--- config.mk ---
export PLATFORM = sky130hd
export DESIGN_NAME = minifloat_to_double_decoder_unit
export DESIGN_NICKNAME = d
export VERILOG_FILES = /design/src/sv/mfd_pkg.sv /design/src/sv/mfd_front.sv /design/src/sv/mfd_queue.sv /design/src/sv/mfd_back.sv /design/src/sv/minifloat_to_double_decoder_unit.sv
export SDC_FILE = /design/constraint.sdc
export NUM_CORES = 1
export LEC_CHECK = 0
export BUFFER_PORTS_ARGS = -buffer_cell sky130_fd_sc_hd__buf_4
export CORE_MARGIN = 4
export CORE_UTILIZATION = 25
export CTS_CLUSTER_DIAMETER = 40
export CTS_CLUSTER_SIZE = 30
export DETAILED_ROUTE_END_ITERATION = 8
export GPL_ROUTABILITY_DRIVEN = 1
export RECOVER_POWER = 25
export SYNTH_ARGS = -nofsm -noshare
export SYNTH_HDL_FRONTEND = slang
export SYNTH_HIERARCHICAL = 1
export SYNTH_SLANG_ARGS = --single-unit
--- constraint.sdc ---
create_clock -name clk -period 8.3 [get_ports clk]
set_clock_uncertainty 0.1 [all_clocks]
set_input_delay 0.415 -clock clk [delete_from_list [all_inputs] [get_ports clk]]
set_output_delay 0.415 -clock clk [all_outputs]
set_load 0.02 [all_outputs]
--- src/sv/mfd_pkg.sv ---
// shared types and constants for the minifloat to double decoder
package mfd_pkg;

	localparam int unsigned RawW = 32;
	localparam int unsigned TwW = 6;
	localparam int unsigned EwW = 4;
	localparam int unsigned FwW = 5;
	localparam int unsigned DblW = 64;
	localparam int unsigned ClsW = 3;
	localparam int unsigned PosW = 5;
	localparam int unsigned QueueDepth = 2;

	localparam logic [10:0] DblBias = 11'd1023;
	localparam logic [63:0] DblQnan = 64'h7FF8000000000000;
	localparam logic [63:0] DblInf = 64'h7FF0000000000000;

	typedef enum logic [ClsW-1:0] {
		CLS_ZERO = 3'd0,
		CLS_SUB  = 3'd1,
		CLS_NORM = 3'd2,
		CLS_INF  = 3'd3,
		CLS_NAN  = 3'd4
	} cls_t;

	typedef struct packed {
		logic        sign;
		logic [9:0]  expo;
		logic [28:0] frac;
		logic [EwW-1:0] ew;
		logic [FwW-1:0] fw;
		cls_t        cls;
		logic        bad;
	} item_t;

endpackage

--- src/sv/mfd_front.sv ---
// front stage: field extraction, format check and classification
module mfd_front import mfd_pkg::*; (
	input  logic           clk,
	input  logic           arst_n,
	input  logic           in_valid,
	output logic           in_ready,
	input  logic [RawW-1:0] raw_bits,
	input  logic [TwW-1:0]  total_width,
	input  logic [EwW-1:0]  exponent_width,
	input  logic [FwW-1:0]  fraction_width,
	output logic           q_valid,
	input  logic           q_ready,
	output item_t          q_item
);

	logic        bad;
	logic [RawW-1:0] emask;
	logic [RawW-1:0] fmask;
	logic [RawW-1:0] e_full;
	logic [RawW-1:0] f_full;
	logic [RawW-1:0] sh;
	logic [6:0]  wsum;
	item_t       it;
	item_t       item_s1;
	logic        valid_s1;

	always_comb begin
		wsum = 7'(exponent_width) + 7'(fraction_width) + 7'd1;
		bad = (total_width < 6'd3) || (total_width > 6'd32) || (exponent_width < 4'd2)
			|| (exponent_width > 4'd10) || (fraction_width < 5'd1)
			|| (fraction_width > 5'd29) || (wsum > 7'(total_width));
		emask = ~({RawW{1'b1}} << exponent_width);
		fmask = ~({RawW{1'b1}} << fraction_width);
		sh = raw_bits >> fraction_width;
		e_full = sh & emask;
		f_full = raw_bits & fmask;
		sh = raw_bits >> (total_width - 6'd1);
		it.sign = sh[0];
		it.expo = e_full[9:0];
		it.frac = f_full[28:0];
		it.ew = exponent_width;
		it.fw = fraction_width;
		it.bad = bad;
		if (bad) begin
			it.cls = CLS_ZERO;
		end else if (e_full == '0) begin
			it.cls = (f_full == '0) ? CLS_ZERO : CLS_SUB;
		end else if (e_full == emask) begin
			it.cls = (f_full == '0) ? CLS_INF : CLS_NAN;
		end else begin
			it.cls = CLS_NORM;
		end
	end

	assign in_ready = !valid_s1 || q_ready;

	always_ff @(posedge clk or negedge arst_n) begin
		if (!arst_n) begin
			valid_s1 <= 1'b0;
		end else if (in_ready) begin
			valid_s1 <= in_valid;
		end
	end

	always_ff @(posedge clk) begin
		if (in_ready && in_valid) begin
			item_s1 <= it;
		end
	end

	assign q_valid = valid_s1;
	assign q_item = item_s1;

endmodule

--- src/sv/mfd_queue.sv ---
// short queue between front and back
module mfd_queue import mfd_pkg::*; #(
	parameter int unsigned Depth = QueueDepth
) (
	input  logic  clk,
	input  logic  arst_n,
	input  logic  wr_valid,
	output logic  wr_ready,
	input  item_t wr_item,
	output logic  rd_valid,
	input  logic  rd_ready,
	output item_t rd_item
);

	localparam int unsigned PtrW = (Depth > 1) ? $clog2(Depth) : 1;

	item_t mem_q [Depth];
	logic [PtrW-1:0] wp_q;
	logic [PtrW-1:0] rp_q;
	logic [PtrW:0]   cnt_q;
	logic wr_en;
	logic rd_en;

	assign wr_ready = cnt_q != (PtrW+1)'(Depth);
	assign rd_valid = cnt_q != '0;
	assign wr_en = wr_valid && wr_ready;
	assign rd_en = rd_valid && rd_ready;
	assign rd_item = mem_q[rp_q];

	always_ff @(posedge clk or negedge arst_n) begin
		if (!arst_n) begin
			wp_q <= '0;
			rp_q <= '0;
			cnt_q <= '0;
		end else begin
			if (wr_en) begin
				wp_q <= (wp_q == PtrW'(Depth - 1)) ? '0 : wp_q + 1'b1;
			end
			if (rd_en) begin
				rp_q <= (rp_q == PtrW'(Depth - 1)) ? '0 : rp_q + 1'b1;
			end
			cnt_q <= cnt_q + (PtrW+1)'(wr_en) - (PtrW+1)'(rd_en);
		end
	end

	always_ff @(posedge clk) begin
		if (wr_en) begin
			mem_q[wp_q] <= wr_item;
		end
	end

	a_no_overflow: assert property (@(posedge clk) disable iff (!arst_n)
		cnt_q <= (PtrW+1)'(Depth)) else $error("queue overflow");
	a_rd_when_data: assert property (@(posedge clk) disable iff (!arst_n)
		(cnt_q == '0) |-> !rd_valid) else $error("read from empty queue");
	a_cnt_track: assert property (@(posedge clk) disable iff (!arst_n)
		(wr_en && !rd_en) |=> cnt_q == $past(cnt_q) + 1'b1) else $error("count slip");

endmodule

--- src/sv/mfd_back.sv ---
// back stage: normalization and double assembly
module mfd_back import mfd_pkg::*; (
	input  logic            clk,
	input  logic            arst_n,
	input  logic            q_valid,
	output logic            q_ready,
	input  item_t           q_item,
	output logic            out_valid,
	input  logic            out_ready,
	output logic [DblW-1:0] double_bits,
	output logic [ClsW-1:0] value_class,
	output logic            format_error
);

	logic [PosW-1:0] p;
	logic [10:0] bias;
	logic [11:0] ex;
	logic [28:0] fr;
	logic [51:0] mant;
	logic [63:0] bits;
	logic [63:0] bits_s1;
	cls_t cls_s1;
	logic bad_s1;
	logic valid_s1;

	always_comb begin
		p = '0;
		for (int i = 0; i < 29; i++) begin
			if (q_item.frac[i]) begin
				p = PosW'(i);
			end
		end
		bias = ~(11'h7FF << (q_item.ew - 4'd1));
		fr = q_item.frac & ~(29'h1FFFFFFF << p);
		ex = '0;
		mant = '0;
		bits = '0;
		case (q_item.cls)
			CLS_SUB: begin
				ex = 12'(p) + 12'd1 - 12'(bias) - 12'(q_item.fw) + 12'(DblBias);
				mant = 52'({23'd0, fr} << (6'd52 - 6'(p)));
				bits = {q_item.sign, ex[10:0], mant};
			end
			CLS_NORM: begin
				ex = 12'(q_item.expo) - 12'(bias) + 12'(DblBias);
				mant = 52'({23'd0, q_item.frac} << (6'd52 - 6'(q_item.fw)));
				bits = {q_item.sign, ex[10:0], mant};
			end
			CLS_INF: bits = {q_item.sign, 63'd0} | DblInf;
			CLS_NAN: bits = DblQnan;
			default: bits = '0;
		endcase
	end

	assign q_ready = !valid_s1 || out_ready;

	always_ff @(posedge clk or negedge arst_n) begin
		if (!arst_n) begin
			valid_s1 <= 1'b0;
		end else if (q_ready) begin
			valid_s1 <= q_valid;
		end
	end

	always_ff @(posedge clk) begin
		if (q_ready && q_valid) begin
			bits_s1 <= bits;
			cls_s1 <= q_item.cls;
			bad_s1 <= q_item.bad;
		end
	end

	assign out_valid = valid_s1;
	assign double_bits = bits_s1;
	assign value_class = cls_s1;
	assign format_error = bad_s1;

endmodule

--- src/sv/minifloat_to_double_decoder_unit.sv ---
// top level of the minifloat to double decoder
// channel | signals                                                      | dir
// in      | in_valid in_ready raw_bits total_width exponent_width fraction_width | in
// out     | out_valid out_ready double_bits value_class format_error     | out
// one beat per cycle sustained while out_ready stays high
// front register, two-entry queue and output register decouple the sides
// reset clears valid state only; payload registers hold whatever they had
// a stall on the output fills the queue before the input stalls
module minifloat_to_double_decoder_unit import mfd_pkg::*; #(
	parameter int unsigned Depth = QueueDepth
) (
	input  logic            clk,
	input  logic            arst_n,
	input  logic            in_valid,
	output logic            in_ready,
	input  logic [RawW-1:0] raw_bits,
	input  logic [TwW-1:0]  total_width,
	input  logic [EwW-1:0]  exponent_width,
	input  logic [FwW-1:0]  fraction_width,
	output logic            out_valid,
	input  logic            out_ready,
	output logic [DblW-1:0] double_bits,
	output logic [ClsW-1:0] value_class,
	output logic            format_error
);

	logic  f_valid;
	logic  f_ready;
	item_t f_item;
	logic  b_valid;
	logic  b_ready;
	item_t b_item;

	mfd_front u_front (
		.clk, .arst_n, .in_valid, .in_ready, .raw_bits, .total_width,
		.exponent_width, .fraction_width,
		.q_valid(f_valid), .q_ready(f_ready), .q_item(f_item)
	);

	mfd_queue #(.Depth(Depth)) u_queue (
		.clk, .arst_n,
		.wr_valid(f_valid), .wr_ready(f_ready), .wr_item(f_item),
		.rd_valid(b_valid), .rd_ready(b_ready), .rd_item(b_item)
	);

	mfd_back u_back (
		.clk, .arst_n,
		.q_valid(b_valid), .q_ready(b_ready), .q_item(b_item),
		.out_valid, .out_ready, .double_bits, .value_class, .format_error
	);

endmodule
* Word level (Yosys, flattened, before mapping)
Memories as Yosys holds them, arrays and structs flattened.
Index checks and enable logic that the tools add are counted.
** Storage, ports and cells
- Input bits :: 51
- Memories :: 1
- Register bits :: 127
- Output and inout port bits :: 70
- RAM bits :: 106
** Memories
- u_queue.mem_q :: depth 2, bits a word 53, read ports 1, clocked after memory_dff 0, wr ports 1, line mfd_queue.sv:17 : item_t mem_q [Depth];
** Cells by class
- Muxes and demuxes :: 37
- $add $sub $neg :: 16
- Shift operators :: 8
- Equality and inequality tests :: 6
- Order comparisons :: 7
- Bitwise logic cells :: 7
- Reduce and logical (&&, ||, !) cells :: 16
** Operators by type and width (count)
- 64-bit one-hot mux with 4 select lines :: 1
- 5-bit two-way mux :: 27
- 29-bit by 6-bit left shift with 52-bit output :: 2
- 32-bit AND :: 2
- 32-bit logical NOT :: 2
- 32-bit inverter :: 2
- 32-bit equality test :: 1
- 32-bit by 4-bit left shift with 32-bit output, first input constant :: 1
- 32-bit by 5-bit left shift with 32-bit output, first input constant :: 1
- 32-bit by 5-bit right shift with 32-bit output :: 1
- 32-bit by 6-bit right shift with 1-bit output :: 1
- 29-bit AND :: 1
- 29-bit inverter :: 1
- 29-bit by 5-bit left shift with 29-bit output, first input constant :: 1
- 11-bit by 10-bit adder with 11-bit output, second input constant :: 2
- 6-bit by 5-bit subtractor with 6-bit output, first input constant :: 2
- 11-bit inverter :: 1
- 11-bit by 4-bit left shift with 11-bit output, first input constant :: 1
- 10-bit by 11-bit subtractor with 11-bit output :: 1
- 11-bit subtractor :: 1
- 11-bit by 5-bit subtractor with 11-bit output :: 1
- 3-bit two-way mux :: 3
- 1-bit logical OR :: 8
- 7-bit by 1-bit adder with 7-bit output, second input constant :: 1
- 22 further kinds :: 32

* Logic depth before layout (Yosys ltp)
An unclocked memory read counts as a cell.
- Depth after elaboration :: 34
- Depth in mapped cells :: 21
- Mapped depth without buffers :: 19

* Hierarchy
Netlist, hierarchy kept.
** Modules (own cells, without submodules)
- mfd_back :: area each 8284.2 sq um, seq. area each 2067.0 sq um, instances 1, cells an instance 982
- mfd_front :: area each 5310.1 sq um, seq. area each 1616.6 sq um, instances 1, cells an instance 503
- mfd_queue :: area each 4062.6 sq um, seq. area each 3283.1 sq um, instances 1, cells an instance 187

* Worst setup path before layout
Ideal clock, no wire load.
- Path kind :: register to register
- From :: reg u_queue.rp_q
- To :: reg u_back.bits_s1[37], in the netlist u_back/double_bits[37], data pin
- Period minus slack after synthesis :: 5.551 ns
- Required time :: 7.941 ns
- Stages on the path, launching flop included :: 21
- Slack :: 2.749 ns
- Arrival time :: 5.192 ns
- Cells stage by stage :: dfrtp_1 buf_4 buf_6 mux2_2 clkbuf_1 or3_1 nor3_1 a221oi_2 nor2_2 clkbuf_1 ha_1 inv_1 ha_1 clkbuf_1 inv_1 clkbuf_1 buf_1 mux2i_1 mux2_2 o21a_1 a211o_1
** RTL lines
- start: declaration :: line mfd_queue.sv:19 : logic [PtrW-1:0] rp_q;
- start signal: assignment :: line mfd_queue.sv:40 : rp_q <= (rp_q == PtrW'(Depth - 1)) ? '0 : rp_q + 1'b1;
- end signal: assignment :: line mfd_back.sv:67 : bits_s1 <= bits;
- end: declaration :: line mfd_back.sv:21 : logic [63:0] bits_s1;

==> flow_metrics.py <==
metrics = {
    "outcome": {
        "status": "finished, violations left",
        "failed_checks": "capacitance limit, slew limit",
    },
    "grt": {
        "grt_pass1_wl_um": 90490,
        "grt_max_degree": 67,
        "grt_pass1_vias": 14040,
        "grt_overflow": 0,
        "grt_usage": 0.1550,
        "antenna_found_initial": 0,
    },
    "sta": {
        "fmax_ghz": 0.1495,
        "slew_headroom": -0.8512,
        "setup_tns_ns": 0,
        "period_share": 0.8057,
        "tightest_slew_ns": 2.777,
        "fin_crit_ns": 6.687,
        "drv_slew": 184,
        "hold_viol_final": 0,
        "finalSetupViolCount": 0,
        "grt_setup_unrepaired": "false",
    },
    "logic_synthesis": {
        "ys_types": 88,
        "yosys_warnings": 6,
        "synthTopCellsByArea": "edfxtp_1 (39%), mux4_2 (8.5%), mux2i_1 (5.8%)",
        "netlist_instances": 1672,
        "synth_top_cell_area_share": 0.3861,
        "synthArstFlopShare": 0.02575,
        "syn_area_per_cell_um2": 10.56,
        "dominantRegCellSynth": "edfxtp_1",
        "ys_ff_latch": 233,
        "yosysTopAreaCell": "edfxtp_1",
        "syn_area_um2": 17660,
        "seq_area_frac_synth": 0.3946,
        "synth_edf_count": 227,
    },
    "setup_path": {
        "arrival_ns": 6.91,
        "crit_required_ns": 8.52,
        "reg2regPathDepth": 15,
        "r2r_slack_ns": 1.61,
        "critPathMaxFanout": 40,
        "endpoint_kind": "flip-flop",
        "criticalPathCategory": "flip-flop to flip-flop",
        "r2r-end": "u_back/double_bits[29]",
        "crit_path_start_kind": "flip-flop",
        "r2r_start": "u_queue/rp_q",
    },
    "finish": {
        "drive_gt1_frac": 0.2125,
        "n_antenna_cell": 0,
        "fill_cells": 7218,
        "fin_nets": 1825,
        "area_delta_synth_final_pct": 15.51,
    },
    "floorplan": {
        "fp.dieH_um": 273.8,
        "coreArea_um2": 70030,
        "design.die.area_um2": 74940,
        "num_io_pins": 121,
        "die_w_um": 273.8,
        "fp-row-count": 97,
        "start_util": 0.2521,
    },
    "detailed_routing": {
        "wire_per_inst_um": 22.47,
        "dr_wl_met3_um": 4297,
        "ant_nets": 0,
        "top_layer": "met4",
        "firstDrtPassIters": 7,
        "vias": 14630,
        "drc": 0,
        "drt_iter0_drc": 1392,
        "routed_wirelength_um": 60460,
        "wl_met1_um": 26040,
        "wl_met2_um": 27680,
        "routed_via_density": 5.435,
    },
    "cts": {
        "root_buffer": "clkbuf_16",
        "hold_buffers": 3,
        "cts_tree": "yes",
        "cts_buffer_depth": 3,
        "clock_sinks": 233,
        "clkSlewWorstSetupHoldPaths_ns": 0.06,
        "numCtsBuffers": 30,
        "htreeDepth": 1,
        "clk_latency_ns": 0.58,
        "cts_setup_buffers": 0,
        "ctsResizeCount": 0,
    },
    "min_path": {
        "min_path_type": "primary input to async pin",
    },
    "placement": {
        "place_congestion": 0.9374,
        "port_buffers": 120,
        "hpwl_um": 45440,
    },
    "flow_run": {
        "drv_cap": 4,
    },
}
-- routing by layer --
metal / up-vias / global-route usage
met3: 131 / 0.02112
li1: 6572 / -
met4: 0 / 0.05650
met5: - / 0
met2: 752 / 0.2489
met1: 7170 / 0.2135
-- worst max-delay path by stage --
stage,startpoint,to,slack (ns),cells past startpoint
finish,u_queue/rp_q,u_back/double_bits[29],1.61,15
floorplan,u_queue/rp_q,u_back/double_bits[37],2.75,20
detailed placement,u_queue/rp_q,u_back/double_bits[29],1.69,15
global placement,u_queue/rp_q,u_back/double_bits[45],1.81,15
global route,u_queue/rp_q,u_back/double_bits[29],1.23,15
CTS,u_queue/rp_q,u_back/double_bits[29],1.68,15
-- kinds of logic (layout without fill, tap and decap cells) --
family,after synthesis,count (layout),synth area share
compound gates,453,453,0.1739
xor+xnor,33,33,0.01637
fa+ha+maj,47,47,0.03628
buf+inv,183,255,0.04507
flops,233,233,0.3946
mux,260,260,0.2064
other cells,1,8,0.0002124
simple gates,462,462,0.1272
-- cells in the mapped netlist, drive strengths merged, types with 20 or more instances --
| cell | n |
|---|---|
| nand2 | 147 |
| edfxtp | 227 |
| mux2i | 102 |
| a21oi | 87 |
| o21a | 22 |
| xnor2 | 22 |
| ha | 40 |
| buf | 39 |
| mux4 | 73 |
| nor3 | 20 |
| a22oi | 24 |
| nor2 | 119 |
| nand2b | 23 |
| mux2 | 85 |
| o22ai | 33 |
| clkbuf | 85 |
| o21ai | 93 |
| inv | 57 |
| nand3 | 27 |
| nor2b | 23 |
| and2 | 23 |
| a31oi | 23 |
-- cell usage in the layout (no fill, tap or decap), drive strengths merged, types with 7 or more instances in the layout --
cell type,n
a211o,9
a211oi,15
a21boi,12
a21o,18
a21oi,87
a221o,13
a22oi,24
a31oi,23
and2,23
and3,13
buf,128
clkbuf,39
clkinv,15
conb,8
edfxtp,227
fa,7
ha,40
inv,66
mux2,85
mux2i,102
mux4,73
nand2,147
nand2b,23
nand3,27
nor2,119
nor2b,23
nor3,20
nor4,12
o211ai,10
o21a,22
o21ai,93
o221ai,14
o22ai,33
o31ai,14
or2,13
or3,7
or4,9
xnor2,22
xor2,11
-- sequential cells by signal, summed over array words and instances (netlist names) --
name                 count
u_queue/cnt_q            2
u_front/q_item          53
u_back/out_valid         1
u_back/format_error      1
u_back/double_bits      64
u_queue/wp_q             1
u_back/value_class       3
u_queue/mem_q          106
u_queue/rp_q             1
u_front/q_valid          1
-- critical path, cell delays in order, from the launching register on --
cell	delay, ns
dfrtp_2	0.96
mux2_2	0.56
nor4_1	0.32
nand4_1	0.18
a221oi_1	0.96
nor2_2	0.01
buf_4	0.26
ha_1	0.31
inv_1	0.09
ha_1	0.50
inv_1	0.80
mux4_2	0.46
and2_4	0.18
a211oi_2	0.18
a21oi_1	0.11
a221o_1	0.40
-- layout make-up --
cell class	count	area, um2	area share
inverters	59	221.5	0.01086
clock buffers	30	750.7	0.03681
repair buffers	140	1025	0.05024
well taps	940	1176	0.05767
flip-flops and latches	233	6968	0.3416
multi-input cells	1263	9961	0.4884
clock inverters	26	294.0	0.01442
-- through the flow --
stage	instance area [um2]	util	setup WS [ns]	hold WS (ns)	instances
2_1_floorplan	17680	-	2.749	0.01941	1679
3_3_place_gp	19350	0.2764	1.814	0.1299	2632
3_5_place_dp	19350	0.2764	1.691	0.1301	2632
4_1_cts	20430	0.2917	1.682	0.01892	2691
6_report	20400	0.2913	1.613	0.1763	2691
5_1_grt	20400	0.2913	1.226	0.1678	2691
Power is not shown: default switching activity piles up to over one toggle a cycle in this logic, so the estimate is an artifact.
